[src/hw/rtl/lmts_pkg.sv]
// Shared types and constants for the LCD mode and scanline timing sequencer.
package lmts_pkg;

	localparam int DotW  = 11;
	localparam int LineW = 8;
	localparam int ElapW = 6;
	localparam int CfgIdxW = 2;
	localparam int CfgDataW = 8;

	localparam logic [DotW-1:0] OAM_END  = 11'd80;
	localparam logic [DotW-1:0] XFER_END = 11'd252;
	localparam logic [DotW-1:0] DOT_MAX  = 11'd2047;

	typedef enum logic [1:0] {
		MODE_HBLANK = 2'd0,
		MODE_VBLANK = 2'd1,
		MODE_OAM    = 2'd2,
		MODE_XFER   = 2'd3
	} lmts_mode_t;

	typedef enum logic [CfgIdxW-1:0] {
		REG_DISPLAY_ENABLE = 2'd0,
		REG_STAT_IRQ_EN    = 2'd1,
		REG_LINE_COMPARE   = 2'd2,
		REG_UNUSED         = 2'd3
	} lmts_reg_t;

	localparam int STAT_HBLANK = 0;
	localparam int STAT_VBLANK = 1;
	localparam int STAT_OAM    = 2;
	localparam int STAT_LYC    = 3;

	typedef struct packed {
		logic             display_enable;
		logic [3:0]       stat_irq_enables;
		logic [LineW-1:0] line_compare;
	} lmts_cfg_t;

	typedef struct packed {
		lmts_mode_t       mode;
		logic [LineW-1:0] line;
		logic             coincidence;
		logic             vblank_irq;
		logic             stat_irq;
		logic             hblank_start;
		logic             frame_done;
	} lmts_result_t;

endpackage

[src/hw/rtl/lcd_mode_timing_sequencer_top.sv]
// Top level: config registers, input register, timing core and result register.
//
//  channel  | handshake            | payload
//  ---------+----------------------+----------------------------------------------
//  in       | in_valid / in_stall  | elapsed_cycles
//  out      | out_valid / out_stall| lcd_mode, current_line, coincidence, vblank_irq,
//           |                      | stat_irq, hblank_start, frame_done
//  config   | cfg_we               | cfg_index, cfg_wdata
//
// One transaction per cycle while out_stall is low; the result is valid once the
// input has passed the input register, then the result register. The step logic
// between them is a saturating 11-bit add, a line increment, subtracts and compares.
// Reset puts the sequencer in OAM search on line 0 with the display enabled.
// A stall on the output holds the result register; the input register holds
// one more transaction, after which in_stall rises.
module lcd_mode_timing_sequencer_top #(
	parameter int VISIBLE_LINES = 144,
	parameter int TOTAL_LINES   = 154,
	parameter int LINE_CYCLES   = 456
) (
	input  logic                           clk,
	input  logic                           arst_n,
	input  logic                           cfg_we,
	input  logic [lmts_pkg::CfgIdxW-1:0]   cfg_index,
	input  logic [lmts_pkg::CfgDataW-1:0]  cfg_wdata,
	input  logic                           in_valid,
	output logic                           in_stall,
	input  logic [lmts_pkg::ElapW-1:0]     elapsed_cycles,
	output logic                           out_valid,
	input  logic                           out_stall,
	output logic [1:0]                     lcd_mode,
	output logic [lmts_pkg::LineW-1:0]     current_line,
	output logic                           coincidence,
	output logic                           vblank_irq,
	output logic                           stat_irq,
	output logic                           hblank_start,
	output logic                           frame_done
);
	import lmts_pkg::*;

	lmts_cfg_t        cfg_q;
	logic             valid_s1;
	logic [ElapW-1:0] elapsed_s1;
	logic             valid_s2;
	lmts_result_t     result_s2;
	lmts_result_t     step_result;
	logic             s2_free;
	logic             advance;
	logic             in_accept;

	assign s2_free   = !valid_s2 || !out_stall;
	assign advance   = valid_s1 && s2_free;
	assign in_stall  = valid_s1 && !s2_free;
	assign in_accept = in_valid && !in_stall;

	always_ff @(posedge clk or negedge arst_n) begin
		if (!arst_n) begin
			cfg_q.display_enable   <= 1'b1;
			cfg_q.stat_irq_enables <= '0;
			cfg_q.line_compare     <= '0;
		end else if (cfg_we) begin
			unique case (lmts_reg_t'(cfg_index))
				REG_DISPLAY_ENABLE: cfg_q.display_enable   <= cfg_wdata[0];
				REG_STAT_IRQ_EN:    cfg_q.stat_irq_enables <= cfg_wdata[3:0];
				REG_LINE_COMPARE:   cfg_q.line_compare     <= cfg_wdata;
				REG_UNUSED:         ;
				default:            ;
			endcase
		end
	end

	always_ff @(posedge clk or negedge arst_n) begin
		if (!arst_n)
			valid_s1 <= 1'b0;
		else if (in_accept)
			valid_s1 <= 1'b1;
		else if (advance)
			valid_s1 <= 1'b0;
	end

	always_ff @(posedge clk) begin
		if (in_accept)
			elapsed_s1 <= elapsed_cycles;
	end

	lmts_core #(
		.VISIBLE_LINES(VISIBLE_LINES),
		.TOTAL_LINES  (TOTAL_LINES),
		.LINE_CYCLES  (LINE_CYCLES)
	) u_core (
		.clk    (clk),
		.arst_n (arst_n),
		.step_en(advance),
		.elapsed(elapsed_s1),
		.cfg    (cfg_q),
		.result (step_result)
	);

	always_ff @(posedge clk or negedge arst_n) begin
		if (!arst_n)
			valid_s2 <= 1'b0;
		else if (s2_free)
			valid_s2 <= valid_s1;
	end

	always_ff @(posedge clk) begin
		if (advance)
			result_s2 <= step_result;
	end

	assign out_valid    = valid_s2;
	assign lcd_mode     = result_s2.mode;
	assign current_line = result_s2.line;
	assign coincidence  = result_s2.coincidence;
	assign vblank_irq   = result_s2.vblank_irq;
	assign stat_irq     = result_s2.stat_irq;
	assign hblank_start = result_s2.hblank_start;
	assign frame_done   = result_s2.frame_done;

endmodule

[src/hw/rtl/lmts_core.sv]
// Timing state registers and the single-step mode/line transition logic.
module lmts_core #(
	parameter int VISIBLE_LINES = 144,
	parameter int TOTAL_LINES   = 154,
	parameter int LINE_CYCLES   = 456
) (
	input  logic                      clk,
	input  logic                      arst_n,
	input  logic                      step_en,
	input  logic [lmts_pkg::ElapW-1:0] elapsed,
	input  lmts_pkg::lmts_cfg_t       cfg,
	output lmts_pkg::lmts_result_t    result
);
	import lmts_pkg::*;

	localparam logic [LineW:0]  VIS_N   = (LineW+1)'(VISIBLE_LINES);
	localparam logic [LineW:0]  TOTAL_N = (LineW+1)'(TOTAL_LINES);
	localparam logic [DotW-1:0] LINE_N  = DotW'(LINE_CYCLES);

	logic [DotW-1:0]  dot_q, dot_d, dot_sat;
	logic [DotW:0]    dot_sum;
	lmts_mode_t       mode_q, mode_d;
	logic [LineW-1:0] line_q, line_d;
	logic             coin_q, coin_d;
	logic [LineW:0]   line_inc;
	logic             stat_d, vbl_d, hbl_d, frame_d;

	assign dot_sum  = {1'b0, dot_q} + (DotW+1)'(elapsed);
	assign dot_sat  = dot_sum[DotW] ? DOT_MAX : dot_sum[DotW-1:0];
	assign line_inc = {1'b0, line_q} + (LineW+1)'(1);

	always_comb begin
		dot_d   = dot_q;
		mode_d  = mode_q;
		line_d  = line_q;
		coin_d  = coin_q;
		stat_d  = 1'b0;
		vbl_d   = 1'b0;
		hbl_d   = 1'b0;
		frame_d = 1'b0;
		if (!cfg.display_enable) begin
			mode_d = MODE_VBLANK;
			line_d = '0;
		end else begin
			dot_d = dot_sat;
			unique case (mode_q)
				MODE_OAM: begin
					if (dot_sat >= OAM_END)
						mode_d = MODE_XFER;
				end
				MODE_XFER: begin
					if (dot_sat >= XFER_END) begin
						mode_d = MODE_HBLANK;
						hbl_d  = 1'b1;
						stat_d = cfg.stat_irq_enables[STAT_HBLANK];
					end
				end
				MODE_HBLANK: begin
					if (dot_sat >= LINE_N) begin
						dot_d  = dot_sat - LINE_N;
						line_d = line_inc[LineW-1:0];
						if (line_inc == VIS_N) begin
							mode_d  = MODE_VBLANK;
							vbl_d   = 1'b1;
							frame_d = 1'b1;
							stat_d  = cfg.stat_irq_enables[STAT_VBLANK];
						end else begin
							mode_d = MODE_OAM;
							stat_d = cfg.stat_irq_enables[STAT_OAM];
						end
					end
				end
				MODE_VBLANK: begin
					if (dot_sat >= LINE_N) begin
						dot_d = dot_sat - LINE_N;
						if (line_inc >= TOTAL_N) begin
							mode_d = MODE_OAM;
							line_d = '0;
							stat_d = cfg.stat_irq_enables[STAT_OAM];
						end else begin
							line_d = line_inc[LineW-1:0];
						end
					end
				end
				default: ;
			endcase
			coin_d = (line_d == cfg.line_compare);
			if (coin_d && cfg.stat_irq_enables[STAT_LYC])
				stat_d = 1'b1;
		end
	end

	always_ff @(posedge clk or negedge arst_n) begin
		if (!arst_n) begin
			dot_q  <= '0;
			mode_q <= MODE_OAM;
			line_q <= '0;
			coin_q <= 1'b0;
		end else if (step_en) begin
			dot_q  <= dot_d;
			mode_q <= mode_d;
			line_q <= line_d;
			coin_q <= coin_d;
		end
	end

	always_comb begin
		result.mode         = mode_d;
		result.line         = line_d;
		result.coincidence  = coin_d;
		result.vblank_irq   = vbl_d;
		result.stat_irq     = stat_d;
		result.hblank_start = hbl_d;
		result.frame_done   = frame_d;
	end

endmodule
[config.mk]
export PLATFORM = sky130hd
export DESIGN_NAME = lcd_mode_timing_sequencer_top
export DESIGN_NICKNAME = d
export VERILOG_FILES = /design/src/hw/rtl/lmts_pkg.sv /design/src/hw/rtl/lcd_mode_timing_sequencer_top.sv /design/src/hw/rtl/lmts_core.sv
export SDC_FILE = /design/constraint.sdc
export NUM_CORES = 1
export LEC_CHECK = 0
export BUFFER_PORTS_ARGS = -buffer_cell sky130_fd_sc_hd__buf_4
export CAP_MARGIN = 20
export CORE_MARGIN = 1
export CORE_UTILIZATION = 50
export CTS_BUF_LIST = sky130_fd_sc_hd__clkbuf_2 sky130_fd_sc_hd__clkbuf_4 sky130_fd_sc_hd__clkbuf_8
export DETAILED_ROUTE_END_ITERATION = 8
export HOLD_SLACK_MARGIN = 0.08
export PLACE_DENSITY = 0.69
export SYNTH_ARGS = -nofsm -noshare
export SYNTH_HDL_FRONTEND = slang
export SYNTH_SLANG_ARGS = --single-unit
[constraint.sdc]
create_clock -name clk -period 5.5 [get_ports clk]
set_input_delay 1.375 -clock clk [delete_from_list [all_inputs] [get_ports clk]]
set_output_delay 1.375 -clock clk [all_outputs]
set_load 0.02 [all_outputs]
==> flow_summary.toml <==
[synth]
ys_ff_latch = 57
synth_edf_count = 20
synth_cell_types = 77
ys_warn_count = 0
synth_ff_type = "dfrtp_1"
synth_area_leaders = "dfrtp_1 (22%), edfxtp_1 (15%), mux2_2 (4.6%)"
synth_cells = 400
synth_area_leader_cell = "dfrtp_1"
yosysSeqAreaShare = 0.3910
postSynthNetCount = 433
syn_area_per_cell_sq_um = 9.775
synth.top_cell.area_share = 0.2240
synth_area_sq_mm = 0.003910
ys_async_sr_fraction = 0.6491

[sta]
finalCritPeriodShare = 0.7839
fin_hold_ws_ps = 479.6
setup_viol = 0
slew_headroom = 0.4723
period_needed_ps = 4312
hold_viol = 0
drv_slew = 0
skew_ps = 13.46
tightest_slew_ps = 789.6
max_freq_mhz = 231.9
setup_tns_ps = 0
layout_setup_ws_ps = 1188
rsz0062_at_grt = "no"

[route]
antenna_left = 0
drt-wirelength-per-cell_um = 16.68
drtIter0Drc = 267
route.vias.total = 3218
wl_mm = 8.938
drt-vias-per-instance = 6.004
firstDrtPassIters = 5
drc = 0

[clock_network]
hold_buffers = 0
clk_pin_slew_ps = 70
postCtsSetupRepairBufs = 0
cts_made_buffers = 9
clock_latency_ps = 330
clk_path_buf_depth = 2
cts_htree_levels = 3
cts_tree = "done"
ctsResizeCount = 0
cts.sinks = 57
root_buffer = "clkbuf_8"

[floorplan]
io_pins = 38
dieArea_sq_mm = 0.008178
die_w_um = 90.43
start_util = 0.5278
core_sq_mm = 0.007408
die_h_um = 90.43
row_count = 31

[run_status]
outcome = "finished clean"

[finish]
final_nets = 465
layout_common_cells = "nand2_1 (42), buf_4 (39), dfrtp_1 (35)"
ff_latch_area_sq_mm = 0.001529
insertedDiodeCount = 0
fill_cells = 652
multi_input_area_sq_mm = 0.002202
final_common_cell = "nand2_1"
drive_gt1_frac = 0.2403
syn_to_final_growth_pct = 12.29

[critical_path]
worstPathMaxFanout = 7
worst-setup-path-type = "reg -> reg"
r2r-end = "coincidence$_DFFE_PP_"
cp_slowest_stage_delay_ps = 480
cp_data_required_time_ps = 5540
rrSetupSlack_ps = 1190
reg2reg_depth = 15
crit_chain = "ha_1, fa_1, a21oi_2, o21bai_1, xor2_1, nor2_1, ha_1, inv_1, a31oi_1, o211ai_2, a31oi_2, nor2_1, and3_1, o31ai_1, o41ai_1"
timing.rr.start = "elapsed_s1[0]$_DFFE_PP_"
worstPathArrival_ps = 4360
critPathCaptureType = "register"
start_kind = "register"
worst_path_max_delay_cell = "o31ai_1"

[power_and_ir_drop]
ir_worst_vdd_v = 0.0002457
powerDensity_mw_per_mm2 = 433.0
p_switching_uw = 829.8
power_frac_clock = 0.182
power.share.sequential = 0.317
p_leak_uw = 0.001762
p_int_uw = 1071
p_sw_frac = 0.4365
comb_power_share = 0.501

[grt]
grtUsageMet3 = 0.03872
grt_max_degree = 38
grt_pass1_wl_mm = 14.64
gr-usage-met1 = 0.3335
antenna_found_initial = 0
grt_pass1_vias = 2917
busiest_layer = "met1"
grt_usage = 0.2261
met2_usage = 0.3321
overflow = 0

[min_path]
hold_start = "u_core.dot_q[2]$_DFFE_PN0P_"
worstHoldPathCells = 1
min_to = "u_core.dot_q[2]$_DFFE_PN0P_"
hold_class = "reg -> reg"

[place]
pre_cts_slack_ps = 1290
dp_hpwl_mm = 6.536
globalplace.congestion = 0.9117
numPortBuffers = 37

[flow_run]
drv_cap = 0
==> Yosys cell counts, drive strengths merged (11+ instances only) <==
library cell  number
a21o              12
nand2             42
edfxtp            20
nor2              26
inv               17
dfrtp             35
buf               11
xnor2             13
mux2              16
a21oi             28
ha                11
nand3             17
o21ai             25
==> worst max-delay path by stage <==
stage	endpoint	slack, ps	start	cells past startpoint
floorplan	stat_irq$_SDFFCE_PN0P_	1740	elapsed_s1[0]$_DFFE_PP_	15
global route	stat_irq$_SDFFCE_PN0P_	970	elapsed_s1[0]$_DFFE_PP_	15
CTS	stat_irq$_SDFFCE_PN0P_	1260	elapsed_s1[0]$_DFFE_PP_	15
finish	coincidence$_DFFE_PP_	1190	elapsed_s1[0]$_DFFE_PP_	15
global placement	stat_irq$_SDFFCE_PN0P_	1530	elapsed_s1[0]$_DFFE_PP_	15
detailed placement	stat_irq$_SDFFCE_PN0P_	1290	elapsed_s1[0]$_DFFE_PP_	15
==> critical path, delay by kind of cell (launching register included) <==
family,cells,cell delay (ps)
AND/OR/NAND/NOR,3,700
buffers and inverters,1,60
flip-flops,1,370
AO/OA/AOI/OAI,7,1780
adder cells (fa/ha/maj),3,940
XOR/XNOR,1,160
==> sequential cells by signal (all words and copies together), names as in the netlist <==
name / cells
u_core.mode_q: 2
hblank_start: 1
stat_irq: 1
lcd_mode: 2
frame_done: 1
valid_s1: 1
coincidence: 1
elapsed_s1: 6
u_core.coin_q: 1
cfg_q: 13
u_core.dot_q: 11
current_line: 8
u_core.line_q: 8
out_valid: 1
==> layout make-up <==
cell class	instances	area share
Multi-Input combinational cell	307	0.5016
Sequential cell	57	0.3482
Timing Repair Buffer	39	0.06669
Clock buffer	11	0.03306
Tap cell	99	0.02821
Inverter	18	0.01539
Clock inverter	5	0.006840
==> power by group through the flow <==
stage               Clock, uW  Sequential [uW]  Combinational (uW)
detailed placement          0              608                 939
CTS                       354              601                 945
floorplan                   0              587                 761
global route              369              614                1050
global placement            0              603                 924
finish                    345              603                 953
==> layer usage <==
layer / up-vias / wire length [um]
met4: 0 / 157
met3: 17 / 504
met5: - / 0
met1: 1529 / 4331
met2: 115 / 3945
li1: 1557 / -
==> logic make-up after synthesis <==
group,after synthesis,synth area share
AOI/OAI and AO/OA,125,0.2474
xor gates and xnor gates,19,0.04448
adders and majority gates,12,0.04032
buffers and inverters,36,0.04576
DFF,57,0.3910
muxes,20,0.05632
and+or+nand+nor,131,0.1747
==> per-stage QoR <==
step,total power (uW),utilization,instances,area [sq um]
floorplan,1347,-,400,3910
detailed placement,1546,0.5690,520,4215
CTS,1900,0.5926,536,4390
global route,2034,0.5926,536,4390
global placement,1527,0.5690,520,4215
finish,1901,0.5926,536,4390
Power figures use the tool's default switching activity.
